File: src/rtl/ptm_pkg.sv
// ----------------------------------------------------------------------------
// ptm_pkg: shared types and constants of the pixel tone mapper
// Pixel structs, per-channel divider lane state and curve constants.
// ----------------------------------------------------------------------------
package ptm_pkg;

   localparam int NumChannels = 3;
   localparam int QuoBits     = 9;   // one quotient bit per divider cell
   localparam int NumCells    = QuoBits;
   localparam int NumBits     = 32;  // dividend width
   localparam int DenBits     = 25;  // divisor width
   localparam int DvBits      = DenBits + QuoBits - 1;

   localparam logic CurveReinhard = 1'b0;
   localparam logic CurveAces     = 1'b1;

   typedef struct packed {
      logic [7:0] red_in;
      logic [7:0] green_in;
      logic [7:0] blue_in;
   } req_pixel_type;

   typedef struct packed {
      logic [7:0] red_out;
      logic [7:0] green_out;
      logic [7:0] blue_out;
   } rsp_pixel_type;

   typedef struct packed {
      logic [NumBits-1:0] rem;
      logic [DvBits-1:0]  dv;
      logic [QuoBits-1:0] quo;
   } lane_type;

   typedef lane_type [NumChannels-1:0] lanes_type;

endpackage

File: src/rtl/ptm_front.sv
// ----------------------------------------------------------------------------
// ptm_front: dividend and divisor preparation
// Two registered stages build the curve's numerator and aligned divisor.
// ----------------------------------------------------------------------------
module ptm_front (
   input  logic                   clock,
   input  logic                   reset,
   input  logic                   enable,
   input  logic                   in_valid,
   input  ptm_pkg::req_pixel_type in_pixel,
   input  logic                   curve_mode,
   output logic                   out_valid,
   output ptm_pkg::lanes_type     out_lanes
);

   logic [7:0]  x_ff [ptm_pkg::NumChannels];
   logic [15:0] t1_ff [ptm_pkg::NumChannels];
   logic [16:0] t2_ff [ptm_pkg::NumChannels];
   logic        v1_ff, v2_ff;
   ptm_pkg::lanes_type lanes_ff, lanes_in;
   logic [7:0]  x_in [ptm_pkg::NumChannels];

   assign x_in[0] = in_pixel.red_in;
   assign x_in[1] = in_pixel.green_in;
   assign x_in[2] = in_pixel.blue_in;

   always_comb begin
      logic [23:0] prod;
      logic [24:0] dprod;
      logic [ptm_pkg::NumBits-1:0] num;
      logic [ptm_pkg::DenBits-1:0] den;
      for (int c = 0; c < ptm_pkg::NumChannels; c++) begin
         if (curve_mode == ptm_pkg::CurveAces) begin
            prod  = 24'(x_ff[c]) * 24'(t1_ff[c]);
            num   = (32'(prod) << 8) - 32'(prod);
            dprod = 25'(x_ff[c]) * 25'(t2_ff[c]);
            den   = dprod + 25'd910350;
         end else begin
            prod  = '0;
            dprod = '0;
            num = (32'(x_ff[c]) << 8) - 32'(x_ff[c]);
            den = 25'(x_ff[c]) + 25'd255;
         end
         lanes_in[c].rem = num;
         lanes_in[c].dv  = ptm_pkg::DvBits'(den) << (ptm_pkg::QuoBits - 1);
         lanes_in[c].quo = '0;
      end
   end

   always_ff @(posedge clock) begin
      if (reset) begin
         v1_ff <= 1'b0;
         v2_ff <= 1'b0;
      end else if (enable) begin
         v1_ff <= in_valid;
         v2_ff <= v1_ff;
      end
   end

   always_ff @(posedge clock) begin
      if (enable) begin
         for (int c = 0; c < ptm_pkg::NumChannels; c++) begin
            x_ff[c]  <= x_in[c];
            t1_ff[c] <= 16'(16'd251 * 16'(x_in[c]) + 16'd765);
            t2_ff[c] <= 17'(17'd243 * 17'(x_in[c]) + 17'd15045);
         end
         lanes_ff <= lanes_in;
      end
   end

   assign out_valid = v2_ff;
   assign out_lanes = lanes_ff;

endmodule

File: config.mk
export PLATFORM = sky130hd
export DESIGN_NAME = ptm_front
export DESIGN_NICKNAME = d
export VERILOG_FILES = /design/src/rtl/ptm_pkg.sv /design/src/rtl/ptm_front.sv
export SDC_FILE = /design/constraint.sdc
export NUM_CORES = 2
export LEC_CHECK = 0
export BUFFER_PORTS_ARGS = -buffer_cell sky130_fd_sc_hd__buf_2
export CORE_AREA = 2 2 352 320
export DETAILED_ROUTE_END_ITERATION = 7
export DIE_AREA = 0 0 354 322
export PLACE_DENSITY = 0.6
export SLEW_MARGIN = 40
export SYNTH_ARGS = -nofsm -noshare
export SYNTH_HDL_FRONTEND = slang
export SYNTH_SLANG_ARGS = --single-unit
File: constraint.sdc
create_clock -name clock -period 8.33 [get_ports clock]
set_clock_uncertainty 0.1 [all_clocks]
set_input_delay 0.4165 -clock clock [delete_from_list [all_inputs] [get_ports clock]]
set_output_delay 0.4165 -clock clock [all_outputs]
set_load 0.05 [all_outputs]
==> summary.md <==
| Metric | Value |
|---|---|
| Die Height | 322 um |
| # setup viols final | 0 |
| Initial DRC count | 2181 |
| FF-to-FF path depth | 25 |
| First-pass GRT wire length | between 150 and 200 mm |
| Post-synth EDFFs | between 200 and 300 |
| ANT nets after route | 0 |
| Hold_ws | 0.0668 ns |
| Synth Area in Compound Gates | under 10% |
| Synth async-reset ratio | 0% |
| HP Class | in -> reg |
| Sequential share of the synthesized area | 18.3% |
| GRT Total Usage | 21.1% |
| Cell repeated most along the worst path | inv_1 |
| Mux share of post-synthesis cell area | 0.722% |
| Ant. Diodes | 0 |
| Final period util | just over 90% |
| Gpl congestion | 0.887 |
| Num rows | 116 |
| Reg-to-Reg End | out_lanes[73] |
| Primary FF master, synth | edfxtp_1 |
| Xor-xnor portion of the synthesized cell area | 5.42% |
| Total number of vias | 33500 |
| Worst Min Path Start | in_pixel[9] |
| Initial Util | 42.7% |
| Largest net degree at the start of global routing | 132 |
| Flop-to-flop setup slack | 0.53 ns |
| Core area | 110000 um^2 |
| Routed length per placed instance | 17.7 um |
| Die ar. | between 100000 and 150000 um^2 |
| Fin nets | 6336 |
| Synth top area share | 27.6% |
| Via/cell ratio | ~5.1 |
| Vias in the first global route | 34400 |
| Buffers on Ports | 200 |
| Worst-path clk slew | 0.06 ns |
| Final setup TNS | 0 ns |
| Yosys cell types | 81 |
| CP Data Arrival Time | around 8 ns |
| Inserted Clock Buffers | 39 |
| Clock tree root driver cell | clkbuf_16 |
| Remaining global-route overflow | 0 |
| Worst-Margin Slew | 0.879 ns |
| Max_slew headroom | 41.4% |
| Clk sinks | 287 |
| Final Slew Violations | 0 |
| Synthesized-area fraction occupied by adder cells | 43.0% |
| Synthesized flop and latch total | 287 |
| DRC viols | 0 |
| Antenna violations before repair | 5 |
| Minimum clock period | a little under 8 ns |
| Total iterations of the first detailed-routing run | 7 |
| Synth Area per Inst | 9.61 um^2 |
| Clock latency on the worst-skew pair | around 0.62 ns |
| Largest area contributor in the netlist | fa_1 |
| Mapped cell area | roughly 47000 um^2 |
| Crit-path max cell delay | 0.67 ns |
| Critical path startpoint category | flip-flop |
| # H-tree levels | 2 |
| Final wirelength | 117 mm |
| Synth warn | 0 |
| Hold Path Stages | 1 |
| Status | complete, no violations |
| Max-cap viol count | 0 |
| Commonest cells post-synth | inv_1 (908), fa_1 (650), ha_1 (580), and2_1 (534), nand2_1 (350) |
| Cell with the most instances after synthesis | inv_1 |
| Worst Hold End | x_ff[0][9] |
| DIE WIDTH | between 300 and 400 um |
| Main combinational cell family by area after synthesis | adder cells |
| Critical-path top delay cell | edfxtp_1 |
| # IOs | about 250 |
| Max clock buf depth | 3 |
| Kind of critical path | reg -> reg |
| R2r startpoint | x_ff[0][3] |
| Fin. Hold Viols | 0 |
| Share of cells above drive strength 1 | 6.78% |
| Crit end category | flip-flop |
| Ranking of synthesized cells by area | fa_1 (28%), edfxtp_1 (18%), ha_1 (15%), inv_1 (7.2%), and2_1 (7.1%) |
| Synth Area in Simple Gates | 14.9% |
| Mapped Cells | 4902 |
| Max Freq | 128 MHz |
| CTS tree | yes |
| Worst Path Required | around 8.7 ns |
| DP Wirelength | 94.6 mm |
| RSZ-0062 raised after global routing | false |
| Max FO, Critical Path | 17 |
| Area Overhead vs Synth | 8.34% |
-- per-stage QoR --
stage | std cells | setup WS [ns] | util (%) | area, um^2
after floorplan | 4952 | 1.32 | - | 47300
after global placement | 6503 | 0.801 | 45.0 | 49700
after detailed placement | 6503 | 0.548 | 45.1 | 49700
after CTS | 6577 | 0.573 | 46.2 | 51000
after global routing | 6582 | 0.0126 | 46.3 | 51000
final | 6582 | 0.535 | 46.3 | 51000
-- worst max path at each step --
stage	from	end	slack, ns	cells past startpoint
detailed placement	x_ff[0][2]	out_lanes[72]	0.55	26
global route	x_ff[0][4]	out_lanes[72]	0.01	26
CTS	x_ff[0][2]	out_lanes[72]	0.57	26
global placement	x_ff[0][2]	out_lanes[72]	0.80	26
floorplan	x_ff[0][4]	out_lanes[73]	1.32	28
finish	x_ff[0][3]	out_lanes[73]	0.53	25
-- repair_timing --
action | in CTS | in global routing
hold buffers | 3 | 0
gates resized for setup | 0 | 1
setup buffers | 0 | 4
endpoints found under the setup margin | 0 | 2
hold endpoints to repair | 4 | 0
-- worst max-delay path, delay by kind of cell, from the launching register on --
kind,cells,cell delay (ns)
flip-flops,1,0.67
adder cells (fa/ha/maj),6,2.82
XOR/XNOR,1,0.43
AO/OA/AOI/OAI,8,2.21
buffers and inverters,7,0.69
multiplexers,1,0.18
AND/OR/NAND/NOR,2,0.54
-- registers in the layout, summed over array words and instances, names as in the netlist --
name       flops
x_ff          24
t2_ff         51
v1_ff          1
t1_ff         39
out_lanes    171
out_valid      1
-- layer usage --
| layer | up-vias | share of wire, % | GRT usage (%) |
|---|---|---|---|
| li1 | 16000 | - | - |
| met1 | 16500 | 49 | 31.4 |
| met2 | 870 | 43 | 31.9 |
| met3 | 94 | 6.9 | 3.80 |
| met4 | 0 | 1.9 | 4.81 |
| met5 | - | 0 | 0 |
-- cells in the final DEF (no fill, tap or decap), types with 48 or more instances in the layout --
| cell | count |
|---|---|
| nand2_1 | 350 |
| inv_1 | 907 |
| buf_2 | 198 |
| nor3_1 | 60 |
| buf_4 | 48 |
| fa_1 | 650 |
| xnor2_1 | 183 |
| a21oi_1 | 225 |
| a21o_1 | 89 |
| nor2_1 | 189 |
| o21ai_0 | 98 |
| conb_1 | 51 |
| ha_1 | 580 |
| edfxtp_1 | 285 |
| and2_1 | 534 |
| xor2_1 | 106 |
-- cell families (layout without fill, tap and decap cells) --
kind of cell | after synthesis | in the layout
AO/OA/AOI/OAI | 635 | 635
XOR/XNOR | 290 | 290
adder cells (fa/ha/maj) | 1230 | 1230
buffers and inverters | 1078 | 1233
flip-flops | 287 | 287
multiplexers | 33 | 33
other | 1 | 51
AND/OR/NAND/NOR | 1348 | 1348
-- final cells by class --
| class | instances | area, um^2 |
|---|---|---|
| fillers | 10600 | 59300 |
| clock inverters | 25 | 226 |
| repair buffers | 254 | 1450 |
| inverters | 908 | 3410 |
| clock buffers | 46 | 1020 |
| well taps | 1475 | 1850 |
| multi-input cells | 3587 | 34500 |
| flip-flops and latches | 287 | 8600 |
Power is not shown: default switching activity piles up to over one toggle a cycle in this logic, so the estimate is an artifact.
