### src/rtl/ptm_pkg.sv
// ----------------------------------------------------------------------------
// ptm_pkg: shared types and constants of the pixel tone mapper
// Pixel structs, per-channel divider lane state and curve constants.
// ----------------------------------------------------------------------------
package ptm_pkg;

   localparam int NumChannels = 3;
   localparam int QuoBits     = 9;   // one quotient bit per divider cell
   localparam int NumCells    = QuoBits;
   localparam int NumBits     = 32;  // dividend width
   localparam int DenBits     = 25;  // divisor width
   localparam int DvBits      = DenBits + QuoBits - 1;

   localparam logic CurveReinhard = 1'b0;
   localparam logic CurveAces     = 1'b1;

   typedef struct packed {
      logic [7:0] red_in;
      logic [7:0] green_in;
      logic [7:0] blue_in;
   } req_pixel_type;

   typedef struct packed {
      logic [7:0] red_out;
      logic [7:0] green_out;
      logic [7:0] blue_out;
   } rsp_pixel_type;

   typedef struct packed {
      logic [NumBits-1:0] rem;
      logic [DvBits-1:0]  dv;
      logic [QuoBits-1:0] quo;
   } lane_type;

   typedef lane_type [NumChannels-1:0] lanes_type;

endpackage

### src/rtl/ptm_div_cell.sv
// ----------------------------------------------------------------------------
// ptm_div_cell: one restoring division step for all three channels
// Decides one quotient bit and hands the remainder to the next cell.
// ----------------------------------------------------------------------------
module ptm_div_cell (
   input  logic               clock,
   input  logic               reset,
   input  logic               enable,
   input  logic               in_valid,
   input  ptm_pkg::lanes_type in_lanes,
   output logic               out_valid,
   output ptm_pkg::lanes_type out_lanes
);

   logic               valid_ff;
   ptm_pkg::lanes_type lanes_ff, lanes_in;

   always_comb begin
      for (int c = 0; c < ptm_pkg::NumChannels; c++) begin
         lanes_in[c].dv = in_lanes[c].dv >> 1;
         if (ptm_pkg::DvBits'(in_lanes[c].rem) >= in_lanes[c].dv) begin
            lanes_in[c].rem = in_lanes[c].rem - ptm_pkg::NumBits'(in_lanes[c].dv);
            lanes_in[c].quo = {in_lanes[c].quo[ptm_pkg::QuoBits-2:0], 1'b1};
         end else begin
            lanes_in[c].rem = in_lanes[c].rem;
            lanes_in[c].quo = {in_lanes[c].quo[ptm_pkg::QuoBits-2:0], 1'b0};
         end
      end
   end

   always_ff @(posedge clock) begin
      if (reset) begin
         valid_ff <= 1'b0;
      end else if (enable) begin
         valid_ff <= in_valid;
      end
   end

   always_ff @(posedge clock) begin
      if (enable) begin
         lanes_ff <= lanes_in;
      end
   end

   assign out_valid = valid_ff;
   assign out_lanes = lanes_ff;

endmodule

### config.mk
export PLATFORM = sky130hd
export DESIGN_NAME = ptm_div_cell
export DESIGN_NICKNAME = d
export VERILOG_FILES = /design/src/rtl/ptm_pkg.sv /design/src/rtl/ptm_div_cell.sv
export SDC_FILE = /design/constraint.sdc
export NUM_CORES = 1
export LEC_CHECK = 0
export BUFFER_PORTS_ARGS = -buffer_cell sky130_fd_sc_hd__buf_2
export CAP_MARGIN = 5
export CORE_AREA = 2 2 174 176
export DETAILED_ROUTE_END_ITERATION = 16
export DIE_AREA = 0 0 176 178
export PLACE_DENSITY = 0.74
export SYNTH_ARGS = -nofsm -noshare
export SYNTH_HDL_FRONTEND = slang
export SYNTH_SLANG_ARGS = --single-unit
### constraint.sdc
create_clock -name clock -period 8.9 [get_ports clock]
set_clock_uncertainty 0.05 [all_clocks]
set_input_delay 0.89 -clock clock [delete_from_list [all_inputs] [get_ports clock]]
set_output_delay 0.89 -clock clock [all_outputs]
set_load 0.005 [all_outputs]
==> results of run 1 <==
==> flip-flops by register name, summed over array words and instances (netlist names) <==
register	cells
out_lanes	219
out_valid	1
==> path summary, 6_finish.rpt <==
| kind | depth (start not counted) | start | to |
|---|---|---|---|
| max | 12 | in_lanes[84] | out_lanes[130]$_DFFE_PP_ |
| min reg2reg | 2 | out_valid$_SDFFE_PP0P_ | out_valid$_SDFFE_PP0P_ |
| max reg2reg | 2 | out_valid$_SDFFE_PP0P_ | out_valid$_SDFFE_PP0P_ |
| min | 2 | reset | out_valid$_SDFFE_PP0P_ |
==> kinds of logic (layout without fill, tap and decap cells) <==
logic type	after synthesis	in the layout	share of synthesized area
flip-flops	220	220	0.485
multiplexers	10	10	0.00819
XOR/XNOR	73	73	0.0470
AND/OR/NAND/NOR	364	364	0.129
AO/OA/AOI/OAI	397	397	0.187
other	1	11	0.000276
adder cells (fa/ha/maj)	99	99	0.0928
buffers and inverters	169	605	0.0513
==> synthesized netlist by cell type (4+ instances only) <==
cell,count,area (um^2)
nand4_1,20,125
o211ai_1,7,52.6
a211oi_1,17,128
or2_2,8,50.1
edfxtp_1,219,6580
or3_1,7,43.8
mux2i_1,4,40.0
o21a_1,15,113
a21oi_1,86,430
o31ai_1,12,90.1
buf_2,28,140
nand2b_1,15,93.8
and3_1,10,62.6
inv_1,113,424
nand3_1,23,115
a211o_1,7,61.3
nand2_1,152,571
o21ai_1,12,60.1
o2111ai_1,4,35.0
nor2b_1,18,113
ha_1,96,1200
xor2_1,29,254
xnor2_1,44,385
o31a_1,4,35.0
and2_1,8,50.1
o21ai_0,119,596
a31oi_1,15,93.8
nor3_1,23,115
nor2_1,54,203
clkbuf_1,18,67.6
a21o_1,41,308
o21bai_1,12,90.1
mux2_2,4,45.0
or4_1,4,30.0
==> per-stage QoR <==
| step | area (um^2) | cells | setup slack, ns | util | hold WS (ns) |
|---|---|---|---|---|---|
| final | 16900 | 2169 | 4.88 | 0.575 | 0.460 |
| after floorplan | 13600 | 1335 | 5.45 | - | 0.435 |
| after detailed placement | 16100 | 2119 | 4.34 | 0.547 | 0.473 |
| after global placement | 16100 | 2119 | 4.38 | 0.547 | 0.450 |
| after global routing | 16900 | 2165 | 4.56 | 0.574 | 0.459 |
| after CTS | 16900 | 2161 | 4.89 | 0.574 | 0.436 |
==> report_power, final <==
| part | total (mW) | switching, mW | leakage, nW | internal (mW) |
|---|---|---|---|---|
| sequential | 1.28 | 0.0247 | 2.15 | 1.26 |
| clock | 1.01 | 0.411 | 0.378 | 0.597 |
| combinational | 0.709 | 0.409 | 5.19 | 0.301 |
==> layer usage <==
layer | wire length (um) | track usage | vias up
met3 | 3510 | 0.0720 | 89
met2 | 19100 | 0.422 | 471
met5 | 134 | 0 | -
met1 | 15300 | 0.278 | 5505
met4 | 1170 | 0.0740 | 18
li1 | - | - | 5748
==> critical path: stages <==
cell,delay (ns)
buf_2,0.15
inv_1,0.06
ha_1,0.30
nor2b_1,0.17
o31ai_1,0.34
a211o_1,0.23
a211oi_2,0.10
o21ai_1,0.19
a21o_1,0.58
buf_4,0.44
clkinv_1,0.39
mux2_2,0.38
==> final cells by class <==
| type | count | area (um^2) | share of cell area |
|---|---|---|---|
| Clock buffer | 30 | 644 | 0.0381 |
| Multi-Input combinational cell | 946 | 6320 | 0.374 |
| Tap cell | 390 | 488 | 0.0289 |
| Clock inverter | 12 | 135 | 0.00800 |
| Antenna cell | 8 | 20.0 | 0.00118 |
| Sequential cell | 220 | 6600 | 0.390 |
| Inverter | 116 | 435 | 0.0258 |
| Timing Repair Buffer | 447 | 2260 | 0.134 |
==> reports/results.ini, run 1 <==
[worst_setup_path]
critPathCaptureType = register
cp.required_ns = 9.12
r2r_setup_slack_ns = 8.24
arrival_ns = 4.24
path_class = primary input to register
start_kind = primary input
cp_max_fo = 39

[global_routing]
track_usage = 0.239
grt_pass1_vias = 11300
grt_max_degree = 99
antenna_found_initial = 17
grt_overflow = 0
grt_pass1_wl_um = 59200

[logic_synthesis]
synth_cells = 1333
synth.avg_cell_area_um2 = 10.2
netlist_area_um2 = 13600
synth-edff-count = 219
ys_types = 88
ys_ff_latch = 220
ys_seq_area_frac = 0.485
yosys_most_used_dff = edfxtp_1
synthArstFlopShare = 0
yosys_warnings = 0

[cells_and_area]
area_growth_pct = 24.3
drive_gt1_frac = 0.290
final_nets = 2081
mostFrequentLayoutCells = 441 x buf_2, 219 x edfxtp_1, 152 x nand2_1, 119 x o21ai_0, 113 x inv_1
nFillCells = 2598
final_common_cell = buf_2

[clock_tree]
clock-sinks = 220
cts_resized = 0
post_cts_buffers = 0
tritoncts = built
cts_buffers = 25
clk_path_buf_depth = 3
clock_latency_ns = 0.52
h-tree-depth = 1
cts_hold_buf = 0
cts-root-buf = clkbuf_16
clkTransAtPathRegs_ns = 0.06

[floorplanning]
row_count = 63
core-area_um2 = 29400
num_io_pins = 449
dieArea_um2 = 31300
initial_core_util = 0.462
die_w_um = 176
die_y_um = 178

[power]
total_power_mw = 3.00
p_leak_nw = 7.72
p_per_area_nw_per_um2 = 178
vdd_drop_max_v = 0.000157

[timing]
period_share = 0.451
tightest_slew_ns = 0.837
rsz0062_at_grt = false
slew_headroom = 0.442
setup_viol = 0
max_freq_ghz = 0.249
slew_violations = 0
finalHoldViolations = 0
min_period_ns = 4.02
setup-tns-final_ns = 0

[min_path]
hp-class = primary input to register

[routing]
postRouteAntennaNets = 0
drcViolationCount = 0
wl_um = 39200
vias = 11800
drt-initial-drc-count = 761
wl_per_cell_um = 18.1
via_per_inst = 5.45
drt_pass1_iterations = 5

[flow_run]
max-cap-violations = 0

[placed_design]
gp_congestion = 0.885
dp_hpwl_um = 30800
port_buffers = 442

[run_status]
status = finished clean

Power figures use the tool's default switching activity.
==> run 2, diff against run 1 <==
Settings changed: PLACE_DENSITY 0.74 to 0.77.
Clock period 8.9 ns to 3.5 ns, I/O delays scaled along.
==> run 2 against run 1 <==
Hold slack got worse by 0.41 ns. Sequential power rose to 2.6 times the previous value. Routed wire length rose by 5.9%. Non-clock buffer count rose by 143. Critical path depth rose by 1. Register-to-register slack got worse by 6.0 ns. Clock power rose by 140%. Largest power group unchanged. Highest routed layer unchanged.
==> reports/results.ini, run 2 (same netlist as run 1, synthesis figures left out) <==
[run_status]
status = finished clean

[floorplanning]
initial_core_util = 0.462  ; unchanged
die_y_um = 178  ; unchanged
num_io_pins = 449  ; unchanged
core-area_um2 = 29400  ; unchanged
die_w_um = 176  ; unchanged
dieArea_um2 = 31300  ; unchanged
row_count = 63  ; unchanged

[clock_tree]
tritoncts = built
clock_latency_ns = 0.54  ; +0.02 ns
cts_buffers = 26  ; +4.0%
clkTransAtPathRegs_ns = 0.06  ; about the same
cts-root-buf = clkbuf_16
h-tree-depth = 1  ; unchanged
clock-sinks = 220  ; unchanged
clk_path_buf_depth = 3  ; unchanged

[worst_setup_path]
path_class = primary input to register
path_buf_inv = 6  ; +2
r2r-start = out_valid$_SDFFE_PP0P_
start_kind = primary input
critPathSlowestCell = dlygate4sd3_1
arrival_ns = 3.53  ; -0.71 ns
slowest_delay_ns = 0.55  ; -0.03 ns
critPathCaptureType = register
r2r_end = out_valid$_SDFFE_PP0P_
cp.required_ns = 3.75  ; -5.37 ns
crit_family = buffers and inverters
crit_top_cell = inv_1
reg2reg_depth = 3  ; +1
path_cells = dlygate4sd3_1 > buf_2 > inv_1 > ha_1 > a21oi_1 > inv_1 > or4_1 > nor3_2 > nor3_1 > o21ai_4 > buf_12 > o21ai_0 > buf_4
r2r_setup_slack_ns = 2.29  ; -5.95 ns
cp_max_fo = 42  ; +7.7%

[cells_and_area]
final_nets = 2225  ; +6.9%
multi_input_area_um2 = 6320  ; unchanged
final_common_cell = buf_2
regArea_um2 = 6600  ; unchanged
largest_register_ffs = 219  ; unchanged
area_growth_pct = 34.7
drive_gt1_frac = 0.282  ; -0.00831
nFillCells = 2319  ; -11%
mostFrequentLayoutCells = 441 x buf_2, 219 x edfxtp_1, 152 x nand2_1, 122 x dlygate4sd3_1, 119 x o21ai_0

[global_routing]
grt_pass1_wl_um = 63300  ; +6.9%
grt_max_degree = 76  ; -23%
antenna_found_initial = 9  ; -8
track_usage = 0.254  ; +0.0152
grt_pass1_vias = 12300  ; +8.3%
grt_overflow = 0  ; unchanged

[timing]
rsz0062_at_grt = false
whs_ns = 0.0525  ; -0.408 ns
slew_headroom = 0.554  ; +0.112
max_freq_ghz = 0.304
slew_violations = 0  ; unchanged
min_period_ns = 3.29
period_share = 0.939
setup_viol = 0  ; unchanged
finalHoldViolations = 0  ; unchanged
tightest_slew_ns = 0.669  ; -0.168 ns
setup-tns-final_ns = 0  ; unchanged

[power]
p_int_mw = 5.46  ; +150%
p_sw_frac = 0.291  ; +0.0101
power_switching_mw = 2.25  ; +170%
p_leak_nw = 8.34  ; +8.0%
clkPwrFrac = 0.320  ; -0.016
p_per_area_nw_per_um2 = 421  ; +140%
vdd_drop_max_v = 0.000394  ; +150%
seqPwrFrac = 0.424  ; -0.004
comb_power_share = 0.256  ; +0.020

[min_path]
hold_depth = 3  ; +1
hp-class = primary input to register
min_from = in_lanes[198]
min_to = out_lanes[198]$_DFFE_PP_

[routing]
drt_pass1_iterations = 6  ; +1
via_per_inst = 5.42  ; -0.55%
wl_met1_um = 16200  ; +6.2%
postRouteAntennaNets = 0  ; unchanged
wl_um = 41500  ; +5.9%
drt-initial-drc-count = 918  ; +21%
vias = 12600  ; +6.2%
wl_per_cell_um = 17.9  ; -0.83%
wl_met3_um = 3690  ; +5.2%
dr_wl_met2_um = 20300  ; +6.3%
top_layer = met5
drcViolationCount = 0  ; unchanged

[flow_run]
max-cap-violations = 0  ; unchanged

[placed_design]
dp_hpwl_um = 30900  ; +0.51%
gp_congestion = 0.930  ; +5.1%
port_buffers = 442  ; unchanged

[run 2: worst max-delay path by stage]
stage / from / to / slack [ns] / cells past startpoint
detailed placement: in_lanes[42] / out_lanes[72]$_DFFE_PP_ / 0.14 / 12
floorplan: in_lanes[42] / out_lanes[72]$_DFFE_PP_ / 0.59 / 11
global placement: in_lanes[42] / out_lanes[72]$_DFFE_PP_ / 0.20 / 12
global route: in_lanes[179] / out_lanes[191]$_DFFE_PP_ / 0.01 / 13
finish: in_lanes[179] / out_lanes[191]$_DFFE_PP_ / 0.21 / 13
CTS: in_lanes[17] / out_lanes[59]$_DFFE_PP_ / 0.20 / 12
[run 2: power by group through the flow]
| stage | Sequential [mW] | Clock, mW | Combinational, mW |
|---|---|---|---|
| after detailed placement | 3.32 | 0 | 1.82 |
| after global routing | 3.29 | 2.63 | 2.17 |
| after global placement | 3.31 | 0 | 1.79 |
| after floorplan | 3.36 | 0 | 1.03 |
| final | 3.27 | 2.47 | 1.97 |
| after CTS | 3.27 | 2.53 | 1.93 |
[run 2: layout make-up]
type / count / share of cell area
repair buffers: 590 / 0.201
inverters: 116 / 0.0238
well taps: 390 / 0.0267
flip-flops and latches: 220 / 0.360
multi-input cells: 946 / 0.345
diodes: 7 / 0.000957
clock inverters: 15 / 0.00581
clock buffers: 32 / 0.0368
[run 2: worst reg2reg max path, stage by stage (launching register included)]
cell and delay (ns):
dfxtp_1 0.30, mux2i_1 0.12, nor2_1 0.06, dlygate4sd3_1 0.56
[run 2: timing repair]
item	CTS	global route
buffers inserted	0	4
hold endpoints to repair	119	2
gates resized for setup	0	1
hold buffers	120	2
setup endpoints to repair	0	7
[run 2: metrics by stage]
stage / instance area [um^2] / power (mW) / utilization / cells / worst slack, ns
2_1_floorplan: 13600 / 4.39 / - / 1335 / 0.594
3_3_place_gp: 16300 / 5.10 / 0.553 / 2136 / 0.198
3_5_place_dp: 16300 / 5.14 / 0.553 / 2136 / 0.141
4_1_cts: 18200 / 7.73 / 0.620 / 2303 / 0.203
5_1_grt: 18300 / 8.09 / 0.622 / 2312 / 0.0102
6_report: 18300 / 7.71 / 0.623 / 2316 / 0.213
[run 2: metal layers]
metal | GRT usage | up-vias
li1 | - | 6035
met1 | 0.304 | 5853
met2 | 0.451 | 590
met3 | 0.0612 | 81
met4 | 0.0789 | 4
met5 | 0 | -
==> run 3, diff against run 2 <==
Settings changed: RECOVER_POWER set to 50.
==> run 3 against run 2 <==
Critical endpoint unchanged. Non-clock buffer count unchanged. Largest power group unchanged. Clock power hardly changed. Cell area down 0.71%. The run now ends with capacitance limit, slew limit left. Sequential power about the same.
==> reports/results.ini, run 3 (same netlist as run 1, synthesis figures left out) <==
[clock_tree]
clock-sinks = 220  ; unchanged
clkTransAtPathRegs_ns = 0.06  ; about the same
h-tree-depth = 1  ; unchanged
cts_buffers = 26  ; unchanged
cts-root-buf = clkbuf_16
clock_latency_ns = 0.54  ; about the same
tritoncts = built
clk_path_buf_depth = 3  ; unchanged

[power]
p_leak_nw = 8.11  ; -2.8%
vdd_drop_max_v = 0.000391  ; -0.87%
p_per_area_nw_per_um2 = 424  ; +0.62%
p_int_mw = 5.45  ; -0.22%
p_sw_frac = 0.292  ; +0.000932
power_switching_mw = 2.25  ; +0.23%
comb_power_share = 0.254  ; -0.002
seqPwrFrac = 0.425  ; about the same
clkPwrFrac = 0.321  ; about the same

[routing]
via_per_inst = 5.44  ; +0.26%
postRouteAntennaNets = 0  ; unchanged
wl_met3_um = 3520  ; -4.7%
drcViolationCount = 0  ; unchanged
drt_pass1_iterations = 5  ; -1
wl_per_cell_um = 17.9  ; +0.20%
wl_um = 41600  ; +0.20%
top_layer = met5
dr_wl_met2_um = 20200  ; -0.43%
vias = 12600  ; +0.26%
wl_met1_um = 16500  ; +1.7%
drt-initial-drc-count = 903  ; -1.6%

[cells_and_area]
multi_input_area_um2 = 6320  ; unchanged
nFillCells = 2383  ; +2.8%
final_nets = 2225  ; unchanged
largest_register_ffs = 219  ; unchanged
final_common_cell = buf_2
area_growth_pct = 33.7
fin_cells = 2316  ; unchanged
mostFrequentLayoutCells = 362 x buf_2, 219 x edfxtp_1, 152 x nand2_1, 122 x dlygate4sd3_1, 119 x o21ai_0
drive_gt1_frac = 0.240  ; -0.0417
regArea_um2 = 6600  ; unchanged

[global_routing]
grt_max_degree = 76  ; unchanged
antenna_found_initial = 9  ; unchanged
grt_pass1_vias = 12300  ; unchanged
grt_overflow = 0  ; unchanged
grt_pass1_wl_um = 63300  ; unchanged
track_usage = 0.254  ; unchanged

[floorplanning]
die_w_um = 176  ; unchanged
num_io_pins = 449  ; unchanged
initial_core_util = 0.462  ; unchanged
core-area_um2 = 29400  ; unchanged
row_count = 63  ; unchanged
die_y_um = 178  ; unchanged
dieArea_um2 = 31300  ; unchanged

[flow_run]
max-cap-violations = 1  ; +1

[placed_design]
port_buffers = 442  ; unchanged
gp_congestion = 0.930  ; unchanged
dp_hpwl_um = 30900  ; unchanged
dp.cells = 2136  ; unchanged

[timing]
finalHoldViolations = 0  ; unchanged
whs_ns = 0.0524  ; -0.0000899 ns
slew_violations = 75  ; +75
setup-tns-final_ns = 0  ; unchanged
slew_headroom = -0.369  ; -0.923
setup_viol = 0  ; unchanged
tightest_slew_ns = 2.05  ; +1.38 ns
max_freq_ghz = 0.299  ; -1.7%
period_share = 0.955  ; +0.0162
min_period_ns = 3.34  ; +0.0565 ns
rsz0062_at_grt = false

[worst_setup_path]
arrival_ns = 3.59  ; +0.06 ns
cp.required_ns = 3.75  ; about the same
path_class = primary input to register
cp_max_fo = 42  ; unchanged
critPathSlowestCell = dlygate4sd3_1
path_buf_inv = 5  ; -1
slowest_delay_ns = 0.52  ; -0.03 ns
crit_family = buffers and inverters
start_kind = primary input
path_cells = dlygate4sd3_1 > clkbuf_1 > inv_1 > ha_1 > a21oi_1 > o21ai_1 > or4_1 > nor3_2 > nor3_1 > o21ai_4 > buf_12 > o21ai_0 > buf_4
critPathCaptureType = register

[min_path]
hp-class = primary input to register

[run_status]
violations = capacitance limit, slew limit
status = finished, violations left

-- run 3: cell types whose count changed in the layout (fill, tap and decap cells not counted), sizes merged --
cell	before	now
clkbuf	32	112
buf	468	388
-- run 3: worst paths after layout --
path | from | endpoint | slack (ns) | cells past startpoint
min reg2reg | out_valid$_SDFFE_PP0P_ | out_valid$_SDFFE_PP0P_ | 1.04 | 3
min | in_lanes[198] | out_lanes[198]$_DFFE_PP_ | 0.05 | 3
max | in_lanes[177] | out_lanes[191]$_DFFE_PP_ | 0.16 | 13
max reg2reg | out_valid$_SDFFE_PP0P_ | out_valid$_SDFFE_PP0P_ | 2.29 | 3
-- run 3: area by class of cell --
class,count,area share
sequential,220,0.363
multi-input combinational,946,0.347
timing repair buffer,590,0.195
clock buffer,32,0.0370
tap,390,0.0268
inverter,116,0.0240
clock inverter,15,0.00585
antenna,7,0.000964
-- run 3: per-layer routing --
metal / global-route usage / up-vias
li1: - / 6029
met1: 0.304 / 5885
met2: 0.451 / 592
met3: 0.0612 / 86
met4: 0.0789 / 4
met5: 0 / -
-- run 3: worst register-to-register path, stage by stage (launching register included) --
cell and delay, ns:
dfxtp_1 0.30, mux2i_1 0.12, nor2_1 0.06, dlygate4sd3_1 0.57
-- run 3: metrics by stage --
| step | power [mW] | utilization | setup WS, ns | cell area (um^2) |
|---|---|---|---|---|
| 5_1_grt | 8.08 | 0.618 | 0.0102 | 18200 |
| 3_3_place_gp | 5.10 | 0.553 | 0.198 | 16300 |
| 3_5_place_dp | 5.14 | 0.553 | 0.141 | 16300 |
| 4_1_cts | 7.73 | 0.620 | 0.203 | 18200 |
| 6_report | 7.70 | 0.618 | 0.156 | 18200 |
| 2_1_floorplan | 4.39 | - | 0.594 | 13600 |
-- run 3: repair_timing --
item | 4_1_cts | 5_1_grt
buffers inserted | 0 | 4
hold endpoints to repair | 119 | 2
setup endpoints to repair | 0 | 7
hold buffers | 120 | 2
gates resized for setup | 0 | 1
-- run 3: power by group through the flow --
stage          sequential, mW  clock [mW]  combinational [mW]
2_1_floorplan            3.36           0                1.03
3_3_place_gp             3.31           0                1.79
3_5_place_dp             3.32           0                1.82
4_1_cts                  3.27        2.53                1.93
5_1_grt                  3.29        2.63                2.15
6_report                 3.27        2.47                1.96
